`src/rtl/core/msu_pkg.sv`:
```
// Package for the midtones transfer stretch unit.
// Holds sample width default, register indexes and mode codes; no dependencies.
package msu_pkg;

   localparam int SampleBitsDefault = 16;
   localparam int CsrIndexBits      = 3;
   localparam int EnableBits        = 3;
   localparam int ModeBits          = 2;
   localparam int LaneCount         = 3;

   localparam logic [CsrIndexBits-1:0] CSR_SHADOWS    = 3'd0;
   localparam logic [CsrIndexBits-1:0] CSR_MIDTONES   = 3'd1;
   localparam logic [CsrIndexBits-1:0] CSR_HIGHLIGHTS = 3'd2;
   localparam logic [CsrIndexBits-1:0] CSR_ENABLE     = 3'd3;
   localparam logic [CsrIndexBits-1:0] CSR_MODE       = 3'd4;

   typedef enum logic [ModeBits-1:0] {
      MODE_MONO     = 2'd0,
      MODE_RGB      = 2'd1,
      MODE_PASS     = 2'd2,
      MODE_PASS_ALT = 2'd3
   } mode_type;

endpackage

```
`src/rtl/core/msu_merge.sv`:
```
// Output stage: picks stretched or raw sample per lane and registers the word.
// Uses msu_pkg for the lane count.
module msu_merge #(
   parameter int SB = 16
) (
   input  logic                     clock,
   input  logic                     en,
   input  logic [msu_pkg::LaneCount-1:0][SB-1:0] val,
   input  logic [msu_pkg::LaneCount-1:0][SB-1:0] raw,
   input  logic [msu_pkg::LaneCount-1:0]         sel,
   output logic [msu_pkg::LaneCount-1:0][SB-1:0] pix
);
   import msu_pkg::*;

   logic [LaneCount-1:0][SB-1:0] pix_ff;

   always_ff @(posedge clock) begin
      if (en) begin
         for (int c = 0; c < LaneCount; c++)
            pix_ff[c] <= sel[c] ? val[c] : raw[c];
      end
   end

   assign pix = pix_ff;

endmodule

```
`config.mk`:
```
export PLATFORM = sky130hd
export DESIGN_NAME = msu_merge
export DESIGN_NICKNAME = d
export VERILOG_FILES = /design/src/rtl/core/msu_pkg.sv /design/src/rtl/core/msu_merge.sv
export SDC_FILE = /design/constraint.sdc
export NUM_CORES = 1
export LEC_CHECK = 0
export ABC_AREA = 0
export BUFFER_PORTS_ARGS = -buffer_cell sky130_fd_sc_hd__buf_2
export CAP_MARGIN = 10
export CORE_MARGIN = 3
export CORE_UTILIZATION = 38
export DETAILED_ROUTE_END_ITERATION = 12
export GPL_TIMING_DRIVEN = 0
export PLACE_DENSITY = 0.76
export SLEW_MARGIN = 10
export SYNTH_ARGS = -nofsm -noshare
export SYNTH_HDL_FRONTEND = slang
export SYNTH_SLANG_ARGS = --single-unit
```
`constraint.sdc`:
```
create_clock -name clock -period 2.7 [get_ports clock]
set_input_delay 0.135 -clock clock [delete_from_list [all_inputs] [get_ports clock]]
set_output_delay 0.135 -clock clock [all_outputs]
set_load 0.005 [all_outputs]
```
Word level (Yosys, flattened, before mapping). Cells that the tools add are included.

Add/subtract/negate cells: 0. Shift-type cells: 0. Multiplexer cells: 3. Reductions and logical operators: 0. Multiply operators: 0. Magnitude comparators: 0. Eq/ne operators: 0. Div/mod/pow operators: 0. Bitwise logic cells: 0.

Operator list (number): $mux 16 (3).

Memories kept: 0. Latch bits: 0. Bits of input ports: 101. Memory bits (writable): 0. Register bits: 48. Bits in read-only memories: 0.

Depth between registers and ports, before layout.
Word-level depth: 1. Depth in mapped cells: 3.

Worst setup path before layout. OpenSTA, ideal clock, no wires.

Kind: input port to flip-flop. Start point: input sel[0] (netlist bit). End point: register pix_ff, in the netlist pix[10], data pin. Arrival: 671 ps. Path buffers: 2. Library setup time: 260 ps. Stages on the path: 3. Setup slack: 1769 ps. Data required time: 2440 ps. Cells stage by stage: buf_6 -> buf_12 -> mux2_4.

Word-level cells in the longest chain between the ends: 1.

Ends and longest elaborated chain: start, declared (RTL line msu_merge.sv:10) `input logic [msu_pkg::LaneCount-1:0] sel,`; $mux 16 (RTL line msu_merge.sv:20) `pix_ff[c] <= sel[c] ? val[c] : raw[c];`; end signal, assigned by index (RTL line msu_merge.sv:20); end, declared (RTL line msu_merge.sv:15) `logic [LaneCount-1:0][SB-1:0] pix_ff;`.

Every way passes these cells. A chain may end at the register's enable or synchronous reset.

Worst setup path after layout.
Start point: input en. End point: register pix_ff, in the netlist pix[10] (enable).

RTL lines: start, declared (RTL line msu_merge.sv:7) `input logic en,`.

No word-level cell between the ends.

==> results.toml <==
[status]
status = "finished, final reports clean"

[finish]
nFillCells = 454
antenna_cells = 0
multi_input_area_um2 = 653
largest_reg_flops = 48
drive_gt1_share_pct = 80.4
area_growth_pct = 41.1
regArea_um2 = 1440
fin_nets = 355
final_cells = 327

[die]
die_area_um2 = 6710
initial_utilization_pct = 39.5
ios = 149
die-width_um = 81.9
die_y_um = 81.9
design.core.area_um2 = 5540
rows = 27

[pwr]
cellLeakagePower_nw = 1.44
p_seq_share_pct = 57.5
p_switching_uw = 337
peakVddDrop_uv = 224
total_power_mw = 1.59
switching_share_pct = 21.2
intPower_mw = 1.25
comb_power_share_pct = 17.3
powerDensity_nw_per_um2 = 515
pwr-share-clk_pct = 25.2

[critical_path]
crit_buf_inv = 1
crit_path_top_delay_cell = "buf_2"
crit_path_max_incr_delay_ns = 0.77
cp.arrival_ns = 0.93
cp-end-kind = "flop"
crit_type = "input port to flop"
cp_data_required_time_ns = 2.62
cp_top_family = "buffers and inverters"
critPathLaunchType = "input port"
cp_cell_sequence = "buf_2"
critPathMaxFanout = 48

[detailed_routing]
viasPerCell = 4.40
drc = 0
first_pass_iters = 3
ant_nets = 0
wire_per_inst_um = 14.2
wl_mm = 4.63
via_count = 1438
drt-initial-drc-count = 53

[global_routing]
grt_pass1_wl_mm = 6.49
grt_pass1_vias = 1348
grt_usage_pct = 13.1
antenna_found_initial = 0
overflow = 0
grt_max_degree = 49

[yosys]
syn_inst = 102
yosysSeqAreaShare_pct = 65.9
netlist_area_um2 = 2190
yosys_register_bits = 48
ys_types = 5
syn-num-nets = 203
syn_area_per_cell_um2 = 21.5
ys_warn_count = 0

[clock_network]
numClockSinks = 48
post_cts_buffers = 0
cts_buffer_depth = 2
cts_tree = "built"
hold_buffers = 0
cts_max_level = 2
clk_pin_slew_worst_paths_ns = 0.09
cts_buffers = 5
cts_root_buffer = "clkbuf_8"
ctsResizeCount = 0

[timing]
fmax_ghz = 0.985
slew_violations = 0
period_share_pct = 37.6
worst_slack_ns = 1.69
tightestPinTransition_ns = 1.04
finalHoldViolCount = 0
tns_ns = 0
final.min_clock_period_ns = 1.01
slew_headroom_pct = 30.6
rsz0062_at_grt = "no"
finalSetupViolCount = 0

[worst_hold_path]
hp-class = "input port to flop"

[place]
portBuffers = 145
place_congestion = 0.795
preCtsSetupSlack_ns = 1.35
dp_cells = 319

[flow_run]
maxCapViolCount = 0
## logic make-up (layout without fill, tap and decap cells)
logic type	Yosys count	after routing	share of synthesized area, %
multiplexers	48	48	29.8
flip-flops	48	48	65.9
buffers and inverters	6	159	4.29
## layout by cell type (no fill, tap or decap)
cell type and count:
clkbuf_8 5, buf_6 3, mux2_2 18, buf_2 145
clkbuf_1 1, edfxtp_1 48, clkinv_1 1, buf_12 3
mux2_4 30, clkinvlp_4 1
## power by group through the flow
| stage | combinational [mW] | clock, mW | sequential, mW |
|---|---|---|---|
| 6_report | 0.275 | 0.401 | 0.914 |
| 5_1_grt | 0.302 | 0.452 | 0.921 |
| 4_1_cts | 0.282 | 0.421 | 0.915 |
| 3_5_place_dp | 0.280 | 0 | 0.932 |
| 3_3_place_gp | 0.274 | 0 | 0.930 |
| 2_1_floorplan | 0.107 | 0 | 0.944 |
## per-layer routing
layer	track usage [%]	vias up	wire, um	part of all wire [%]
li1	-	699	-	-
met1	14.3	637	1680	36
met2	23.3	94	2320	50
met3	4.17	8	543	12
met4	5.81	0	85	1.8
met5	0	-	0	0
## stage by stage
| stage | hold WS, ns | utilization [%] | area [um^2] |
|---|---|---|---|
| floorplan | 0.247 | - | 2190 |
| global placement | 0.435 | 54.2 | 3000 |
| detailed placement | 0.439 | 54.2 | 3000 |
| CTS | 0.123 | 55.7 | 3090 |
| global route | 0.113 | 55.7 | 3090 |
| finish | 0.132 | 55.7 | 3090 |
## Yosys cell counts
cell type / instances / area, um^2
mux2_2: 18 / 203
edfxtp_1: 48 / 1440
mux2_4: 30 / 450
buf_12: 3 / 60.1
buf_6: 3 / 33.8
## final timing paths
path / start / to / cells after the start
setup / recovery: en / pix[10] / 1
hold / removal: val[36] / pix[36] / 2
## final cells by class
| class | count | area share, % |
|---|---|---|
| Clock inverter | 2 | 0.365 |
| Buffer | 6 | 3.04 |
| Timing Repair Buffer | 145 | 23.5 |
| Tap cell | 72 | 2.92 |
| Sequential cell | 48 | 46.7 |
| Multi-Input combinational cell | 48 | 21.2 |
| Clock buffer | 6 | 2.35 |
No activity file was read; power rests on OpenSTA's default activity.
