**src/rtl/core/msu_pkg.sv**
```systemverilog
// Package for the midtones transfer stretch unit.
// Holds sample width default, register indexes and mode codes; no dependencies.
package msu_pkg;

   localparam int SampleBitsDefault = 16;
   localparam int CsrIndexBits      = 3;
   localparam int EnableBits        = 3;
   localparam int ModeBits          = 2;
   localparam int LaneCount         = 3;

   localparam logic [CsrIndexBits-1:0] CSR_SHADOWS    = 3'd0;
   localparam logic [CsrIndexBits-1:0] CSR_MIDTONES   = 3'd1;
   localparam logic [CsrIndexBits-1:0] CSR_HIGHLIGHTS = 3'd2;
   localparam logic [CsrIndexBits-1:0] CSR_ENABLE     = 3'd3;
   localparam logic [CsrIndexBits-1:0] CSR_MODE       = 3'd4;

   typedef enum logic [ModeBits-1:0] {
      MODE_MONO     = 2'd0,
      MODE_RGB      = 2'd1,
      MODE_PASS     = 2'd2,
      MODE_PASS_ALT = 2'd3
   } mode_type;

endpackage

```
**src/rtl/core/msu_lane.sv**
```systemverilog
// One sample lane: clip tests, two products, then a one-bit-per-stage divider
// with rounding and saturation. Uses msu_pkg; stage enables come from the top.
module msu_lane #(
   parameter int SB = 16
) (
   input  logic           clock,
   input  logic [SB+4:0]  en,
   input  logic [SB-1:0]  x,
   input  logic           stretch,
   input  logic [SB-1:0]  lo,
   input  logic [SB-1:0]  hi,
   input  logic [SB-1:0]  m,
   output logic [SB-1:0]  val,
   output logic [SB-1:0]  raw,
   output logic           sel
);
   import msu_pkg::*;

   localparam int N  = SB + 5;
   localparam int CW = SB + 3;
   localparam int DW = 2 * SB + 1;
   localparam int RW = 2 * SB + 2;
   localparam int QW = SB + 1;
   localparam logic [SB-1:0] FS = {SB{1'b1}};

   // Control bundle: {raw sample, stretch, at-or-below lo, at-or-above hi}.
   logic [CW-1:0] ctl_ff [N];

   logic [SB-1:0]   u_ff, dmu_ff, fm_ff, m_ff;
   logic [2*SB-1:0] num1_ff, mt1_ff;
   logic [DW-1:0]   rem_ff [SB+1];
   logic [QW-1:0]   q_ff   [SB+1];
   logic [DW-1:0]   num_ff [SB+1];
   logic [DW-1:0]   den_ff [SB+1];
   logic [DW-1:0]   crem_ff, cden_ff;
   logic [QW:0]     cq_ff;
   logic [SB-1:0]   val_ff;

   logic [RW-1:0]   c_sum;
   logic [QW:0]     q_rnd;

   always_ff @(posedge clock) begin
      if (en[0]) begin
         ctl_ff[0] <= {x, stretch, x <= lo, x >= hi};
         u_ff      <= x - lo;
         dmu_ff    <= hi - x;
         fm_ff     <= FS - m;
         m_ff      <= m;
      end
      if (en[1]) begin
         num1_ff <= fm_ff * u_ff;
         mt1_ff  <= m_ff * dmu_ff;
      end
      if (en[2]) begin
         den_ff[0] <= {1'b0, num1_ff} + {1'b0, mt1_ff};
         num_ff[0] <= {1'b0, num1_ff};
         rem_ff[0] <= {1'b0, num1_ff};
         q_ff[0]   <= '0;
      end
   end

   for (genvar k = 1; k < N; k++) begin : g_ctl
      always_ff @(posedge clock) begin
         if (en[k]) ctl_ff[k] <= ctl_ff[k-1];
      end
   end

   // Restoring division, one quotient bit per stage.
   for (genvar j = 1; j <= SB; j++) begin : g_div
      logic [RW-1:0] shifted;
      logic          take;
      assign shifted = {rem_ff[j-1], 1'b0};
      assign take    = shifted >= {1'b0, den_ff[j-1]};
      always_ff @(posedge clock) begin
         if (en[2+j]) begin
            rem_ff[j] <= take ? DW'(shifted - {1'b0, den_ff[j-1]}) : DW'(shifted);
            q_ff[j]   <= {q_ff[j-1][QW-2:0], take};
            num_ff[j] <= num_ff[j-1];
            den_ff[j] <= den_ff[j-1];
         end
      end
   end

   // The divider gives num*2^SB; full scale is 2^SB-1, so take num back out.
   assign c_sum = {1'b0, rem_ff[SB]} + {1'b0, den_ff[SB]} - {1'b0, num_ff[SB]};
   assign q_rnd = ({crem_ff, 1'b0} >= {1'b0, cden_ff}) ? cq_ff + 1'b1 : cq_ff;

   always_ff @(posedge clock) begin
      if (en[SB+3]) begin
         cden_ff <= den_ff[SB];
         if (rem_ff[SB] >= num_ff[SB]) begin
            crem_ff <= rem_ff[SB] - num_ff[SB];
            cq_ff   <= {1'b0, q_ff[SB]};
         end else begin
            crem_ff <= DW'(c_sum);
            cq_ff   <= {1'b0, q_ff[SB]} - 1'b1;
         end
      end
      if (en[SB+4]) begin
         if (ctl_ff[SB+3][1])
            val_ff <= '0;
         else if (ctl_ff[SB+3][0])
            val_ff <= FS;
         else if (q_rnd > {2'b00, FS})
            val_ff <= FS;
         else
            val_ff <= q_rnd[SB-1:0];
      end
   end

   assign val = val_ff;
   assign raw = ctl_ff[N-1][CW-1:3];
   assign sel = ctl_ff[N-1][2];

endmodule

```
**config.mk**
```make
export PLATFORM = sky130hd
export DESIGN_NAME = msu_lane
export DESIGN_NICKNAME = d
export VERILOG_FILES = /design/src/rtl/core/msu_pkg.sv /design/src/rtl/core/msu_lane.sv
export SDC_FILE = /design/constraint.sdc
export NUM_CORES = 2
export LEC_CHECK = 0
export BUFFER_PORTS_ARGS = -buffer_cell sky130_fd_sc_hd__buf_4
export CORE_UTILIZATION = 25
export DETAILED_ROUTE_END_ITERATION = 6
export PLACE_DENSITY = 0.5
export SLEW_MARGIN = 5
export SYNTH_ARGS = -nofsm -noshare
export SYNTH_HDL_FRONTEND = slang
export SYNTH_SLANG_ARGS = --single-unit
```
**constraint.sdc**
```tcl
create_clock -name clock -period 8.6 [get_ports clock]
set_input_delay 1.29 -clock clock [delete_from_list [all_inputs] [get_ports clock]]
set_output_delay 1.29 -clock clock [all_outputs]
set_load 0.01 [all_outputs]
```
# After elaboration in Yosys (flattened, before gate mapping)
# Memory sizes are Yosys's and may differ from the RTL's.
# Cells that the tools add are included.
# totals
ramBits	2371
mem_count	5
romBits	0
output_inout_bits	33
reg_bits	228
latch_bits	0
# classes
muxes	63
eq_ne	0
shift	0
n_lt_le_gt_ge	21
bitwise_logic	0
reduce_logical	0
add_sub_neg	25
div	0
mul	2
# memory_table
memory	words	width	read_ports	rd_clocked_by_memory_dff	wr	line_no	rtl
den_ff	17	33	17	0	17	msu_lane.sv:34	logic [DW-1:0] den_ff [SB+1];
num_ff	17	33	17	0	17	msu_lane.sv:33	logic [DW-1:0] num_ff [SB+1];
rem_ff	17	33	17	0	17	msu_lane.sv:31	logic [DW-1:0] rem_ff [SB+1];
ctl_ff	21	19	21	0	21	msu_lane.sv:27	logic [CW-1:0] ctl_ff [N];
q_ff	17	17	17	0	17	msu_lane.sv:32	logic [QW-1:0] q_ff [SB+1];
# ops
operator	n
$sub A33 B33 Y33	18
$ge A34 B33 Y1	17
$mux W33	17
$mul A16 B16 Y32	2
$mux W1	42
$add A32 B32 Y33	1
$add A33 B33 Y33	1
$ge A33 B33 Y1	1
$mux W16	2
$sub A16 B16 Y16	2
$add A18 B1 Y18 const B	1
$gt A18 B16 Y1 const B	1
$mux W18	1
$sub A17 B1 Y18 const B	1
$mux W17	1
$ge A16 B16 Y1	1
$le A16 B16 Y1	1
$sub A16 B16 Y16 const A	1

# Longest topological paths before layout
# logic_depth
depth_word	5
ltp_mapped	25
mapped_depth_nobuf	24

# Worst setup path after synthesis
# Ideal clock, no wire load.
# synth_path
path_type	reg-to-reg
startpoint	reg dmu_ff[1]
endpoint	reg mt1_ff[29], data pin
arrival_time_ps	5927
n_path_buf	1
path_stages_with_launch	23
slack_ps	2415
cell_sequence	edfxtp_1 > clkbuf_1 > nand2_1 > fa_1 > fa_1 > inv_1 > fa_1 > fa_1 > fa_1 > inv_1 > fa_1 > inv_1 > ha_1 > a21o_1 > a21o_1 > a21oi_1 > o21ai_0 > a21o_1 > a21o_1 > a2111oi_0 > o21bai_1 > a21oi_1 > xnor2_1
# synth_between
elab_chain_len	1
# synth_rtl
element	line_no	rtl
start, declared	msu_lane.sv:29	logic [SB-1:0] u_ff, dmu_ff, fm_ff, m_ff;
start signal, assigned	msu_lane.sv:46	dmu_ff <= hi - x;
$mul A16 B16 Y32	msu_lane.sv:52	mt1_ff <= m_ff * dmu_ff;
end signal, assigned	msu_lane.sv:52	
end, declared	msu_lane.sv:30	logic [2*SB-1:0] num1_ff, mt1_ff;
# No other way between the ends.
# A chain may end at the register's enable or synchronous reset.

# Worst setup path in the final report
# layout_path
startpoint	reg fm_ff[7]
endpoint	reg num1_ff[30], data pin
# layout_between
elab_chain_len	1
# layout_rtl
element	line_no	rtl
start, declared	msu_lane.sv:29	
start signal, assigned	msu_lane.sv:47	fm_ff <= FS - m;
$mul A16 B16 Y32	msu_lane.sv:51	num1_ff <= fm_ff * u_ff;
end signal, assigned	msu_lane.sv:51	
end, declared	msu_lane.sv:30	
# No other way between the ends.

==> metrics list <==
* Total congestion overflow: 0
- Cells with a size suffix above 1 make up about 6.6% of the layout.
- Drt first-iter violations: ~5.2k
* Post-synth top area cell: edfxtp_1
- Routed length per placed instance: ~18 um
* Die span in y: between 700 and 800 um
- Buffers on Ports: 119
- The number of antenna violations at the first check in global routing came to 12.
- Among all flip-flop cells after synthesis, the most frequent one is edfxtp_1.
- The routed layout has 79.4k vias.
- Net count of the finished layout: 12.4k
- EDFF count, synth: around 2.4k
- Number of H-tree branching levels: 5
* Met1 routing resource usage after global routing: 15.5%
- The die covers approximately 530000 um^2.
- Yosys warnings: 0
- The worst path needs slightly below 7000 ps of the cycle, external delays included.
- The average instance in the mapped netlist occupies ~12 um^2.
* Clock latency on the worst-skew pair: roughly 870 ps
- Met2 layer usage reported by global route: ~20%
- The worst setup path is captured at a register.
* CTS root buffer: clkbuf_16
- Across the run, the number of max-cap violations was 0.
* Met3 GRT Util: about 1.4%
- Synthesized net count: 12.2k
- Setup repair after global routing left no endpoint under its margin.
- In this run the deepest clock path goes through 4 buffers.
- Num CTS Buffers: between 200 and 300
- The number of different library cells used by synthesis comes to 90.
* Worst setup path class: reg2reg
- At the worst endpoint, the arrival time is 7300 ps.
- Core footprint: 521000 um^2
- Fill cell total of the finished layout: 53.6k
- Of all nets on the critical path, the largest fanout is 16.
- In this design, the critical path's most frequently occurring cell is fa_1.
- The die is 726 um wide.
- In the final timing run, aggregate negative setup slack is 0 ps.
- Entering global routing, the biggest net connects approximately 110 pins.
* Top Usage Layer GRT: met2
- Element type at the critical path start: register
- For this run, the total global-route usage over all layers was measured as 11.8%.
- The number of global-route vias before repair is 79.1k.
- After detailed routing, the number of remaining DRC violations is 0.
- Asr flop ratio synth: 0%
- Most frequent standard cell in the layout excluding fill and tap cells: edfxtp_1
- Sequential fraction of the synthesis area: between 50% and 60%
- Setup Viol. Count Final: 0
- Top area cells in the synthesized netlist: edfxtp_1 (55%), ha_1 (8.6%), fa_1 (6.7%)
* Starting Density: between 20% and 30%
- The pre-antenna-repair detailed-routing pass consisted of 5 iterations.
* Number of storage elements in the synthesis netlist: 2394
* HPWL after DPL: about 250000 um
* FMAX: 148 MHz
- Detailed-route wire length: between 300000 and 400000 um
- Share of the clock period used by the worst path after layout: between 70% and 80%
- After synthesis the cells add up to ~130000 um^2.
- Using the TritonRoute via totals, the vias-per-cell ratio works out to between 4 and 5.
* Clock tree from TritonCTS: built
- Post-synthesis cell count: approximately 11k
* Placement row count: ~270
- After clock tree synthesis, the clock-pin slew on the worst setup and hold paths is around 60 ps.
- Routability-driven placement finished with a final weighted congestion of about 0.85.
* Chain of cells forming the critical path: nand2_1 > fa_1 > inv_1 > fa_1 > fa_1 > fa_1 > fa_1 > inv_1 > fa_1 > inv_1 > ha_1 > nand3_1 > nor2_1 > o21a_1 > nor2_1 > a211o_1 > o221a_2 > o21ai_0 > or4_1 > nand4_1
- The slowest stage of the critical path is the edfxtp_1 cell.
- For this run, the slowest stage of the critical path takes between 800 and 900 ps.
- Measured against its own limit, the worst slew margin works out to around a fifth.
- Worst Max-Slew Pin Slew: between 1000 and 1500 ps
- Across the routed clock network, the largest skew measured is between 60 and 70 ps.
- The detail route stage leaves a number of antenna-violating nets equal to 0.
- Syn-to-layout area delta: 13.6%
* Post_cts resized: 0
* Path category of the worst min-delay check: reg2reg
- The final max-slew violation count came to 0.
- The first global-routing pass estimated about 480000 um of wire.
* Critical path data required time: between 9000 and 10000 ps
- Final number of hold-violating endpoints: 0
- Count of hold buffers inserted by post-cts repair: 0
- Cell class contributing the biggest share of worst-path delay: adder cells
* CP Buf/Inv Count: 3
- Highest-count cells in the layout ignoring fill and taps: edfxtp_1 (2394), inv_1 (1394), ha_1 (899)
* Outcome: complete, no violations
* Number of sinks driven by the clock tree: 2394
- During I/O placement, the number of pins put on the boundary was 120.
- Of the post-synthesis cell area, the dominant cell type holds about 55%.
* Setup repair bufs after CTS: 0
==> stage by stage <==
stage	util, %	area (um^2)	worst slack (ps)	std cells	hold slack, ps
detailed placement	26.9	140000	1840	17700	405
global placement	26.9	140000	1920	17700	401
global route	28.5	149000	1430	18100	370
floorplan	-	131000	2420	10800	400
finish	28.5	149000	1850	18100	380
CTS	28.5	149000	1830	18100	363
==> Yosys cell counts (all sizes together) (12+ instances only) <==
cell type	count
a31o	24
mux2	151
inv	1395
nor2	501
nand3	137
buf	59
and2	277
xor2	244
clkbuf	171
a21oi	645
a31oi	65
o21bai	69
nor3	124
o21a	116
a21o	296
a311o	12
ha	899
xnor2	339
a21boi	31
o41ai	16
nor4	34
mux2i	21
o31a	23
a211oi	73
a221oi	12
o31ai	72
a2111oi	17
o21ai	564
a41oi	21
or3	52
nand4	100
fa	440
nand2	854
a211o	16
and4	15
nor2b	88
o211ai	54
and3	65
nand2b	106
edfxtp	2394
or2	18
nand4b	17
==> path summary, 6_finish.rpt <==
check,from,endpoint,slack [ps],cells past startpoint
setup / recovery,fm_ff[7],num1_ff[30],1850,20
hold / removal,num_ff[0][96],num_ff[0][129],380,0
setup reg to reg,fm_ff[7],num1_ff[30],1850,20
hold reg to reg,num_ff[0][96],num_ff[0][129],380,0
==> worst register-to-register path, delay by kind of cell, from the launching register on <==
family | cells | cell delay, ps
fa+ha+maj | 7 | 3490
compound gates | 4 | 1090
simple gates | 6 | 900
flops | 1 | 860
buf+inv | 3 | 140
==> flip-flops by register name (all words and copies together) (netlist names) <==
name	flops
dmu_ff	16
mt1_ff	32
rem_ff	560
crem_ff	33
num_ff	512
cq_ff	18
ctl_ff	397
fm_ff	16
m_ff	16
u_ff	16
num1_ff	32
cden_ff	33
den_ff	561
val	16
q_ff	136
==> metal layers <==
layer  part of all wire (%)  vias up
met3                    3.6      394
met2                     48     1412
met1                     46    38700
met5                      0        -
li1                       -    38800
met4                    2.7        0
==> logic make-up after synthesis <==
| logic type | after synthesis | synth area share (%) |
|---|---|---|
| flops | 2394 | 54.9 |
| fa+ha+maj | 1339 | 15.3 |
| simple gates | 2435 | 8.93 |
| mux | 172 | 1.46 |
| xor+xnor | 583 | 3.90 |
| buf+inv | 1625 | 4.76 |
| compound gates | 2234 | 10.7 |
==> final cells by class <==
class	count	area [um^2]	area share (%)
Inverter	1395	5240	3.52
Clock inverter	148	1530	1.03
Clock buffer	320	7090	4.77
Antenna cell	7	17.5	0.0118
Tap cell	6942	8690	5.84
Sequential cell	2394	71900	48.3
Multi-Input combinational cell	6763	53000	35.6
Timing Repair Buffer	169	1330	0.893
Power is left out: the tool's default activity adds up to more than one toggle a clock period on the data nets, which glitch-free logic cannot reach.
